===== src/sv/u8nc_pkg.sv =====
// ----------------------------------------------------------------------------
// u8nc_pkg
// Shared types, constants and lookup functions of the UTF-8 to node-charset
// converter.
// ----------------------------------------------------------------------------
package u8nc_pkg;

  localparam int unsigned FifoDepthDefault = 4;
  localparam int unsigned AddrWidth        = 3;
  localparam int unsigned DataWidth        = 32;

  localparam logic [7:0] LEAD_BYTE      = 8'hC3;
  localparam logic [7:0] FILL_BYTE      = 8'h3F;
  localparam logic [7:0] TERM_BYTE      = 8'h00;
  localparam logic [7:0] MAX_LEN_RESET  = 8'hFF;
  localparam logic [7:0] COUNT_SAT      = 8'hFF;

  localparam logic STATUS_OK    = 1'b0;
  localparam logic STATUS_EMPTY = 1'b1;

  // register index, taken from paddr above the byte offset
  localparam logic REG_MAX_LENGTH = 1'b0;

  typedef enum logic [1:0] {
    CMD_BYTE,
    CMD_END,
    CMD_FILL_END
  } cmd_kind_t;

  typedef struct packed {
    cmd_kind_t  kind;
    logic [7:0] data;
    logic       status;
  } cmd_t;

  typedef struct packed {
    logic       hit;
    logic [7:0] node;
  } lookup_t;

  function automatic lookup_t pair_lookup(input logic [7:0] second);
    lookup_t r;
    r.hit = 1'b1;
    case (second)
      8'h85:   r.node = 8'd197;
      8'h86:   r.node = 8'd146;
      8'h98:   r.node = 8'd216;
      8'hA5:   r.node = 8'd229;
      8'hA6:   r.node = 8'd145;
      8'hB8:   r.node = 8'd248;
      8'h84:   r.node = 8'd196;
      8'hA4:   r.node = 8'd132;
      8'h96:   r.node = 8'd153;
      8'hB6:   r.node = 8'd148;
      default: begin
        r.hit  = 1'b0;
        r.node = 8'h00;
      end
    endcase
    return r;
  endfunction

  function automatic logic plain_ok(input logic [7:0] b);
    return b inside {[8'h41:8'h5A], [8'h61:8'h7A], [8'h2C:8'h39], 8'h3A, 8'h20};
  endfunction

endpackage


===== src/sv/utf8_to_node_charset.sv =====
// ----------------------------------------------------------------------------
// utf8_to_node_charset
// Converts a zero-terminated UTF-8 byte stream into node-charset bytes,
// with a length limit and a status on the terminator.
// ----------------------------------------------------------------------------
//  channel   ports                              transfer when
//  input     push, full, in_byte                push && !full
//  result    pop, empty, out_byte, is_last,     pop && !empty
//            status
//  config    psel, penable, pwrite, paddr,      psel && penable && pwrite
//            pwdata, prdata, pready
//
//  one input byte is taken per cycle while the command queue is not full; a
//  result is registered into the output register from the head of the queue.
//  a terminator that needs a fill byte occupies the output register for two
//  results, fill byte then terminator; the queue absorbs the difference.
//  full follows the command queue; empty follows the output register.
//  reset clears the string state, the queue and max_length to 255.
// ----------------------------------------------------------------------------
module utf8_to_node_charset import u8nc_pkg::*; #(
  parameter int unsigned FifoDepth = FifoDepthDefault
) (
  input  logic                 clk,
  input  logic                 rst,
  input  logic                 push,
  output logic                 full,
  input  logic [7:0]           in_byte,
  input  logic                 pop,
  output logic                 empty,
  output logic [7:0]           out_byte,
  output logic                 is_last,
  output logic                 status,
  input  logic                 psel,
  input  logic                 penable,
  input  logic                 pwrite,
  input  logic [AddrWidth-1:0] paddr,
  input  logic [DataWidth-1:0] pwdata,
  output logic [DataWidth-1:0] prdata,
  output logic                 pready
);

  logic [7:0] max_length;
  logic       accept;
  logic       cmd_valid;
  cmd_t       front_cmd;
  cmd_t       fifo_cmd;
  logic       fifo_empty;
  logic       fifo_pop;
  logic       reg_sel;

  assign pready  = 1'b1;
  assign reg_sel = (paddr[AddrWidth-1] == REG_MAX_LENGTH);
  assign prdata  = reg_sel ? {{(DataWidth-8){1'b0}}, max_length} : '0;

  always_ff @(posedge clk) begin
    if (rst) begin
      max_length <= MAX_LEN_RESET;
    end else if (psel && penable && pwrite && reg_sel) begin
      max_length <= pwdata[7:0];
    end
  end

  assign accept = push && !full;

  u8nc_front u_front (
    .clk       (clk),
    .rst       (rst),
    .accept    (accept),
    .in_byte   (in_byte),
    .max_length(max_length),
    .cmd_valid (cmd_valid),
    .cmd       (front_cmd)
  );

  u8nc_fifo #(
    .Depth(FifoDepth)
  ) u_fifo (
    .clk    (clk),
    .rst    (rst),
    .wr_en  (cmd_valid),
    .wr_data(front_cmd),
    .rd_en  (fifo_pop),
    .rd_data(fifo_cmd),
    .full   (full),
    .empty  (fifo_empty)
  );

  u8nc_back u_back (
    .clk      (clk),
    .rst      (rst),
    .cmd      (fifo_cmd),
    .cmd_empty(fifo_empty),
    .cmd_pop  (fifo_pop),
    .pop      (pop),
    .empty    (empty),
    .out_byte (out_byte),
    .is_last  (is_last),
    .status   (status)
  );

  a_status_on_last: assert property (@(posedge clk) disable iff (rst)
    (!empty && status) |-> is_last)
    else $error("status set on a non-terminator result");

  a_last_is_zero: assert property (@(posedge clk) disable iff (rst)
    (!empty && is_last) |-> (out_byte == TERM_BYTE))
    else $error("terminator result carries a nonzero byte");

  a_reset_clears: assert property (@(posedge clk)
    rst |=> (empty && !full))
    else $error("queue or output register not cleared by reset");

  // only checked in the first cycle the terminator is shown
  a_empty_term_fill: assert property (@(posedge clk) disable iff (rst)
    (!empty && is_last && status && $past(empty || pop))
      |-> $past(!empty && out_byte == FILL_BYTE))
    else $error("empty-string terminator not preceded by fill byte");

endmodule


===== src/sv/u8nc_front.sv =====
// ----------------------------------------------------------------------------
// u8nc_front
// Takes input bytes, tracks the per-string state and turns each byte into
// at most one command for the back end.
// ----------------------------------------------------------------------------
module u8nc_front import u8nc_pkg::*; (
  input  logic       clk,
  input  logic       rst,
  input  logic       accept,
  input  logic [7:0] in_byte,
  input  logic [7:0] max_length,
  output logic       cmd_valid,
  output cmd_t       cmd
);

  logic       lead_pending, lead_pending_next;
  logic       produced_any, produced_any_next;
  logic       seen_input, seen_input_next;
  logic [7:0] emitted_count, emitted_count_next;

  lookup_t    lk;
  logic       gen;
  logic [7:0] gen_byte;

  assign lk = pair_lookup(in_byte);

  always_comb begin
    lead_pending_next  = lead_pending;
    produced_any_next  = produced_any;
    seen_input_next    = seen_input;
    emitted_count_next = emitted_count;
    gen                = 1'b0;
    gen_byte           = FILL_BYTE;
    cmd_valid          = 1'b0;
    cmd.kind           = CMD_BYTE;
    cmd.data           = FILL_BYTE;
    cmd.status         = STATUS_OK;

    if (in_byte == TERM_BYTE) begin
      cmd_valid = 1'b1;
      cmd.data  = TERM_BYTE;
      if (!seen_input) begin
        cmd.kind   = CMD_FILL_END;
        cmd.status = STATUS_EMPTY;
      end else if (!produced_any && max_length != 8'd0) begin
        cmd.kind = CMD_FILL_END;
      end else begin
        cmd.kind = CMD_END;
      end
      lead_pending_next  = 1'b0;
      produced_any_next  = 1'b0;
      seen_input_next    = 1'b0;
      emitted_count_next = 8'd0;
    end else begin
      seen_input_next = 1'b1;
      if (lead_pending) begin
        lead_pending_next = 1'b0;
        gen               = lk.hit;
        gen_byte          = lk.node;
      end else if (in_byte == LEAD_BYTE) begin
        lead_pending_next = 1'b1;
      end else if (plain_ok(in_byte)) begin
        gen      = 1'b1;
        gen_byte = in_byte;
      end else begin
        gen = 1'b1;
      end

      if (gen) begin
        produced_any_next = 1'b1;
        if (emitted_count != COUNT_SAT) begin
          emitted_count_next = emitted_count + 8'd1;
        end
        if (emitted_count < max_length) begin
          cmd_valid = 1'b1;
          cmd.data  = gen_byte;
        end
      end
    end

    if (!accept) begin
      cmd_valid = 1'b0;
    end
  end

  always_ff @(posedge clk) begin
    if (rst) begin
      lead_pending  <= 1'b0;
      produced_any  <= 1'b0;
      seen_input    <= 1'b0;
      emitted_count <= 8'd0;
    end else if (accept) begin
      lead_pending  <= lead_pending_next;
      produced_any  <= produced_any_next;
      seen_input    <= seen_input_next;
      emitted_count <= emitted_count_next;
    end
  end

endmodule


===== src/sv/u8nc_fifo.sv =====
// ----------------------------------------------------------------------------
// u8nc_fifo
// Short command queue between the front end and the back end.
// ----------------------------------------------------------------------------
module u8nc_fifo import u8nc_pkg::*; #(
  parameter int unsigned Depth = FifoDepthDefault
) (
  input  logic clk,
  input  logic rst,
  input  logic wr_en,
  input  cmd_t wr_data,
  input  logic rd_en,
  output cmd_t rd_data,
  output logic full,
  output logic empty
);

  localparam int unsigned PtrWidth = (Depth > 1) ? $clog2(Depth) : 1;
  localparam int unsigned CntWidth = $clog2(Depth + 1);
  localparam logic [PtrWidth-1:0] LastPtr  = PtrWidth'(Depth - 1);
  localparam logic [CntWidth-1:0] FullCnt  = CntWidth'(Depth);

  cmd_t                mem [Depth];
  logic [PtrWidth-1:0] wr_ptr, rd_ptr;
  logic [CntWidth-1:0] count;
  logic                do_wr, do_rd;

  assign full    = (count == FullCnt);
  assign empty   = (count == '0);
  assign do_wr   = wr_en && !full;
  assign do_rd   = rd_en && !empty;
  assign rd_data = mem[rd_ptr];

  always_ff @(posedge clk) begin
    if (do_wr) begin
      mem[wr_ptr] <= wr_data;
    end
  end

  always_ff @(posedge clk) begin
    if (rst) begin
      wr_ptr <= '0;
      rd_ptr <= '0;
      count  <= '0;
    end else begin
      if (do_wr) begin
        wr_ptr <= (wr_ptr == LastPtr) ? '0 : wr_ptr + 1'b1;
      end
      if (do_rd) begin
        rd_ptr <= (rd_ptr == LastPtr) ? '0 : rd_ptr + 1'b1;
      end
      if (do_wr && !do_rd) begin
        count <= count + 1'b1;
      end else if (do_rd && !do_wr) begin
        count <= count - 1'b1;
      end
    end
  end

endmodule


===== src/sv/u8nc_back.sv =====
// ----------------------------------------------------------------------------
// u8nc_back
// Expands queued commands into result bytes and holds them in an output
// register until the consumer takes them.
// ----------------------------------------------------------------------------
module u8nc_back import u8nc_pkg::*; (
  input  logic       clk,
  input  logic       rst,
  input  cmd_t       cmd,
  input  logic       cmd_empty,
  output logic       cmd_pop,
  input  logic       pop,
  output logic       empty,
  output logic [7:0] out_byte,
  output logic       is_last,
  output logic       status
);

  logic       out_valid;
  logic       end_pending;
  logic       end_status;
  logic       load;
  logic [7:0] byte_next;
  logic       last_next;
  logic       status_next;

  assign empty   = !out_valid;
  assign load    = !out_valid || pop;
  assign cmd_pop = load && !end_pending && !cmd_empty;

  always_comb begin
    byte_next   = TERM_BYTE;
    last_next   = 1'b1;
    status_next = end_status;
    if (!end_pending) begin
      case (cmd.kind)
        CMD_BYTE: begin
          byte_next   = cmd.data;
          last_next   = 1'b0;
          status_next = STATUS_OK;
        end
        CMD_END: begin
          status_next = cmd.status;
        end
        CMD_FILL_END: begin
          byte_next   = FILL_BYTE;
          last_next   = 1'b0;
          status_next = STATUS_OK;
        end
        default: begin
          status_next = cmd.status;
        end
      endcase
    end
  end

  always_ff @(posedge clk) begin
    if (rst) begin
      out_valid   <= 1'b0;
      end_pending <= 1'b0;
    end else if (load) begin
      if (end_pending) begin
        out_valid   <= 1'b1;
        end_pending <= 1'b0;
      end else if (!cmd_empty) begin
        out_valid   <= 1'b1;
        end_pending <= (cmd.kind == CMD_FILL_END);
      end else begin
        out_valid <= 1'b0;
      end
    end
  end

  always_ff @(posedge clk) begin
    if (load && (end_pending || !cmd_empty)) begin
      out_byte <= byte_next;
      is_last  <= last_next;
      status   <= status_next;
    end
    if (cmd_pop) begin
      end_status <= cmd.status;
    end
  end

endmodule


===== config.mk =====
export PLATFORM = sky130hd
export DESIGN_NAME = utf8_to_node_charset
export DESIGN_NICKNAME = d
export VERILOG_FILES = /design/src/sv/u8nc_pkg.sv /design/src/sv/utf8_to_node_charset.sv /design/src/sv/u8nc_front.sv /design/src/sv/u8nc_fifo.sv /design/src/sv/u8nc_back.sv
export SDC_FILE = /design/constraint.sdc
export NUM_CORES = 1
export LEC_CHECK = 0
export BUFFER_PORTS_ARGS = -buffer_cell sky130_fd_sc_hd__buf_2
export CAP_MARGIN = 30
export CELL_PAD_IN_SITES_DETAIL_PLACEMENT = 0
export CELL_PAD_IN_SITES_GLOBAL_PLACEMENT = 1
export CORE_MARGIN = 5
export CORE_UTILIZATION = 47
export CTS_BUF_LIST = sky130_fd_sc_hd__clkbuf_4
export CTS_CLUSTER_SIZE = 16
export DETAILED_ROUTE_END_ITERATION = 8
export HOLD_SLACK_MARGIN = 0.03
export PLACE_DENSITY = 0.84
export SYNTH_ARGS = -nofsm -noshare
export SYNTH_HDL_FRONTEND = slang
export SYNTH_SLANG_ARGS = --single-unit

===== constraint.sdc =====
create_clock -name clk -period 4.8 [get_ports clk]
set_input_delay 0.48 -clock clk [delete_from_list [all_inputs] [get_ports clk]]
set_output_delay 0.48 -clock clk [all_outputs]
set_load 0.01 [all_outputs]

==> metrics.log <==
[metrics] Critical Path Start Type: flop
[metrics] port buffer count: 43
[metrics] ant diodes: 0
[metrics] cell taking the most area after synthesis: sky130_fd_sc_hd__edfxtp_1
[metrics] total negative slack: 0 ps
[metrics] CP Cell Sequence: inv_1 -> ha_1 -> a2111oi_0 -> o41ai_1 -> a211oi_1 -> or2_1 -> ha_1 -> inv_1 -> fa_1 -> xor2_1 -> or3_1 -> a21oi_1
[metrics] cell types with the largest area share after synthesis: sky130_fd_sc_hd__edfxtp_1 (38%), sky130_fd_sc_hd__dfxtp_1 (14%), sky130_fd_sc_hd__mux4_2 (5.7%), sky130_fd_sc_hd__buf_4 (4.3%), sky130_fd_sc_hd__nor2_1 (4.3%)
[metrics] instance count of the mapped netlist: around 390
[metrics] crit path kind: reg -> reg
[metrics] total core area: slightly above 9000 µm²
[metrics] max-slew violation total from the final report: 0
[metrics] crit path DAT: approximately 3700 ps
[metrics] number of top-level design ports: 95
[metrics] global-route wire length before repair: 12,500 µm
[metrics] Yosys reg bits: 85
[metrics] Tot GR Track Use: 13.9%
[metrics] TritonCTS clock tree: done
[metrics] CTS H-Tree Depth: 3
[metrics] predominant post-synthesis flop cell: sky130_fd_sc_hd__edfxtp_1
[metrics] source-to-sink clock delay at the later pin of the worst-skew pair: 410 ps
[metrics] number of antenna violations at the first check in global routing: 0
[metrics] worst hold-check path type: in -> reg
[metrics] power consumption: roughly 1900 µW
[metrics] clk buf depth: 2
[metrics] standard cell area after detailed placement: between 4000 and 5000 µm²
[metrics] reported leakage power: 0.00180 µW
[metrics] cell area after layout: approximately 4600 µm²
[metrics] drt first-iter violations: 53
[metrics] RePlAce Congestion: between 0.8 and 0.9
[metrics] share of async-settable or async-resettable flops after synthesis: 0%
[metrics] number of hold violations in the final report: 0
[metrics] highest fanout seen on the critical path: 7
[metrics] final WL: 7590 µm
[metrics] setup bufs post-CTS: 0
[metrics] slew at the pin with the worst max-slew slack: about 760 ps
[metrics] run status: complete, no violations
[metrics] relative slew slack: between 40% and 50%
[metrics] cell count after placement: 527
[metrics] Die Area: between 10,000 and 15,000 µm²
[metrics] unrepaired setup endpoints after global routing: false
[metrics] share of post-route cells with drive strength above 1: 17.8%
[metrics] worst flop-to-flop path endpoint: u_fifo.count[2]$_SDFFE_PP0P_
[metrics] total overflow reported by the global router: 0
[metrics] Post-synth top cells: sky130_fd_sc_hd__edfxtp_1 (55), sky130_fd_sc_hd__nor2_1 (50), sky130_fd_sc_hd__dfxtp_1 (30)
[metrics] cts bufs inserted: 9
[metrics] core utilization of the finished layout: 50.3%
[metrics] height of the chip: 106 µm
[metrics] endpoints failing setup: 0
[metrics] DR vias/cell: 5.27
[metrics] FF-to-FF path depth: 12
[metrics] fillcell total: 827
[metrics] Gates resized, CTS repair: 0
[metrics] chip width: between 100 and 150 µm
[metrics] root buffer cell: sky130_fd_sc_hd__clkbuf_4
[metrics] Warnings, synthesis: 0
[metrics] vias after detailed routing: about 2,900
[metrics] largest clock skew in the final design: about 25 ps
[metrics] type of element capturing the critical path: flop
[metrics] Post-route DRC: 0
[metrics] post-synthesis area per instance: around 11 µm²
[metrics] drt first pass iters: 4
[metrics] routed wire length per instance: about 14 µm
[metrics] sequential fraction of the synthesis area: between 50% and 60%
[metrics] number of global-route vias before repair: 2,696
[metrics] total number of clock tree sinks: 85
[metrics] hold path cells: 2
[metrics] portion of the clock cycle consumed by the worst path in the final layout: roughly 70%
[metrics] proportion of netlist area held by the largest area contributor: 38.3%
[metrics] reg-to-reg critical path startpoint: max_length[1]$_SDFFE_PP1P_
[metrics] register-to-register path setup slack: around 1500 ps
[metrics] maxcap violations: 0
[metrics] Syn Std Cell Area: between 4000 and 5000 µm²
[metrics] number of distinct library cells after synthesis: ~60
[metrics] peak supply drop: about 0.16 mV
[metrics] number of hold-repair buffers added at the cts stage: 0
[metrics] power per standard cell area: between 400 and 500 nW/µm²
[metrics] count of nets left with antenna violations after detail routing: 0
[metrics] number of enable-type register cells in the synthesized netlist: between 50 and 60
[metrics] Critical-path top delay cell: sky130_fd_sc_hd__a2111oi_0
[metrics] hold path startpoint: pwdata[6]
[metrics] Worst path max stage delay: approximately 400 ps
[metrics] required arrival time at the worst endpoint: ~5200 ps
[metrics] Hold Path Sink: max_length[6]$_SDFFE_PP1P_
[metrics] # nets final: between 400 and 500
[metrics] Layout Cells excl Fill: approximately 540
[metrics] largest net degree at the start of global routing: 24
[metrics] highest attainable clock frequency: between 200 and 300 MHz
[metrics] count leader, synth: sky130_fd_sc_hd__edfxtp_1
[metrics] relative area change from synthesis to final layout: 6.20%
[metrics] starting density of the core: approximately 47%
[metrics] clock period minus worst slack: 3340 ps
[metrics] estimated wirelength of the detail-placed design: 5660 µm
[metrics] total number of placement rows: 35
[metrics] CTS clock-pin slew for the worst setup and hold paths: roughly 130 ps
[worst max-delay path: cells and delay by family (launching register included)]
family / cells / cell delay, ps
AOI/OAI and AO/OA: 4 / 1150
buffers and inverters: 2 / 140
DFF: 1 / 360
and+or+nand+nor: 2 / 590
xor gates and xnor gates: 1 / 170
adders and majority gates: 3 / 880
[sequential cells by signal, summed over array words and instances (netlist names), named ones only]
signal	flops
u_fifo.count	3
u_fifo.rd_ptr	2
u_back.is_last	1
u_back.end_status	1
u_front.emitted_count	8
u_back.end_pending	1
u_front.seen_input	1
u_fifo.wr_ptr	2
u_fifo.mem	44
u_back.out_valid	1
u_back.status	1
u_front.lead_pending	1
u_front.produced_any	1
max_length	8
u_back.out_byte	8
[worst max-delay path by stage]
stage / startpoint / end / slack (ps)
detailed placement: in_byte[0] / u_fifo.count[2]$_SDFFE_PP0P_ / 1320
CTS: max_length[1]$_SDFFE_PP1P_ / u_fifo.count[2]$_SDFFE_PP0P_ / 1440
global route: max_length[1]$_SDFFE_PP1P_ / u_fifo.count[2]$_SDFFE_PP0P_ / 1150
finish: max_length[1]$_SDFFE_PP1P_ / u_fifo.count[2]$_SDFFE_PP0P_ / 1460
floorplan: in_byte[2] / u_fifo.count[2]$_SDFFE_PP0P_ / 1690
global placement: in_byte[0] / u_fifo.count[2]$_SDFFE_PP0P_ / 1390
[cell type report]
class | count | area [µm²] | area share [%]
timing repair buffer | 43 | 215 | 4.70
multi-input combinational | 265 | 1780 | 38.9
tap | 111 | 139 | 3.03
sequential | 85 | 2250 | 49.1
clock inverter | 4 | 17.5 | 0.382
inverter | 23 | 86.3 | 1.88
clock buffer | 12 | 90.1 | 1.97
[layer usage]
metal	global-route usage, %	wire, µm	vias up
met1	16.8	3300	1359
met5	0	0	-
met3	3.55	324	8
met4	4.44	112	0
met2	24.1	3850	64
li1	-	-	1430
[report_power, final]
| part | switching [µW] | internal, µW | total (µW) |
|---|---|---|---|
| logic | 275 | 232 | 507 |
| clock network | 219 | 120 | 339 |
| registers | 86.1 | 930 | 1020 |
[per-stage QoR]
stage               setup WS, ps  hold slack (ps)
floorplan                   1690              441
global placement            1390              462
detailed placement          1320              467
CTS                         1440              253
global route                1150              243
finish                      1460              272
[placed cells by master (no fill, tap or decap), types with 12 or more instances in the layout]
master and instances:
sky130_fd_sc_hd__ha_1 14, sky130_fd_sc_hd__nand2_1 20, sky130_fd_sc_hd__inv_1 22, sky130_fd_sc_hd__a21oi_1 22, sky130_fd_sc_hd__clkbuf_4 12, sky130_fd_sc_hd__conb_1 25, sky130_fd_sc_hd__buf_2 43, sky130_fd_sc_hd__dfxtp_1 30
sky130_fd_sc_hd__nor2_1 50, sky130_fd_sc_hd__edfxtp_1 55
[cells by family (layout without fill, tap and decap cells)]
| family | count (synthesis) | after routing | share of synthesized area, % |
|---|---|---|---|
| buf+inv | 65 | 82 | 8.49 |
| other cells | 2 | 25 | 0.174 |
| fa+ha+maj | 15 | 15 | 4.52 |
| compound gates | 73 | 73 | 10.9 |
| xor+xnor | 3 | 3 | 0.609 |
| simple gates | 132 | 132 | 16.0 |
| flops | 85 | 85 | 52.2 |
| mux | 17 | 17 | 7.13 |
(Power assumes the default switching activity.)
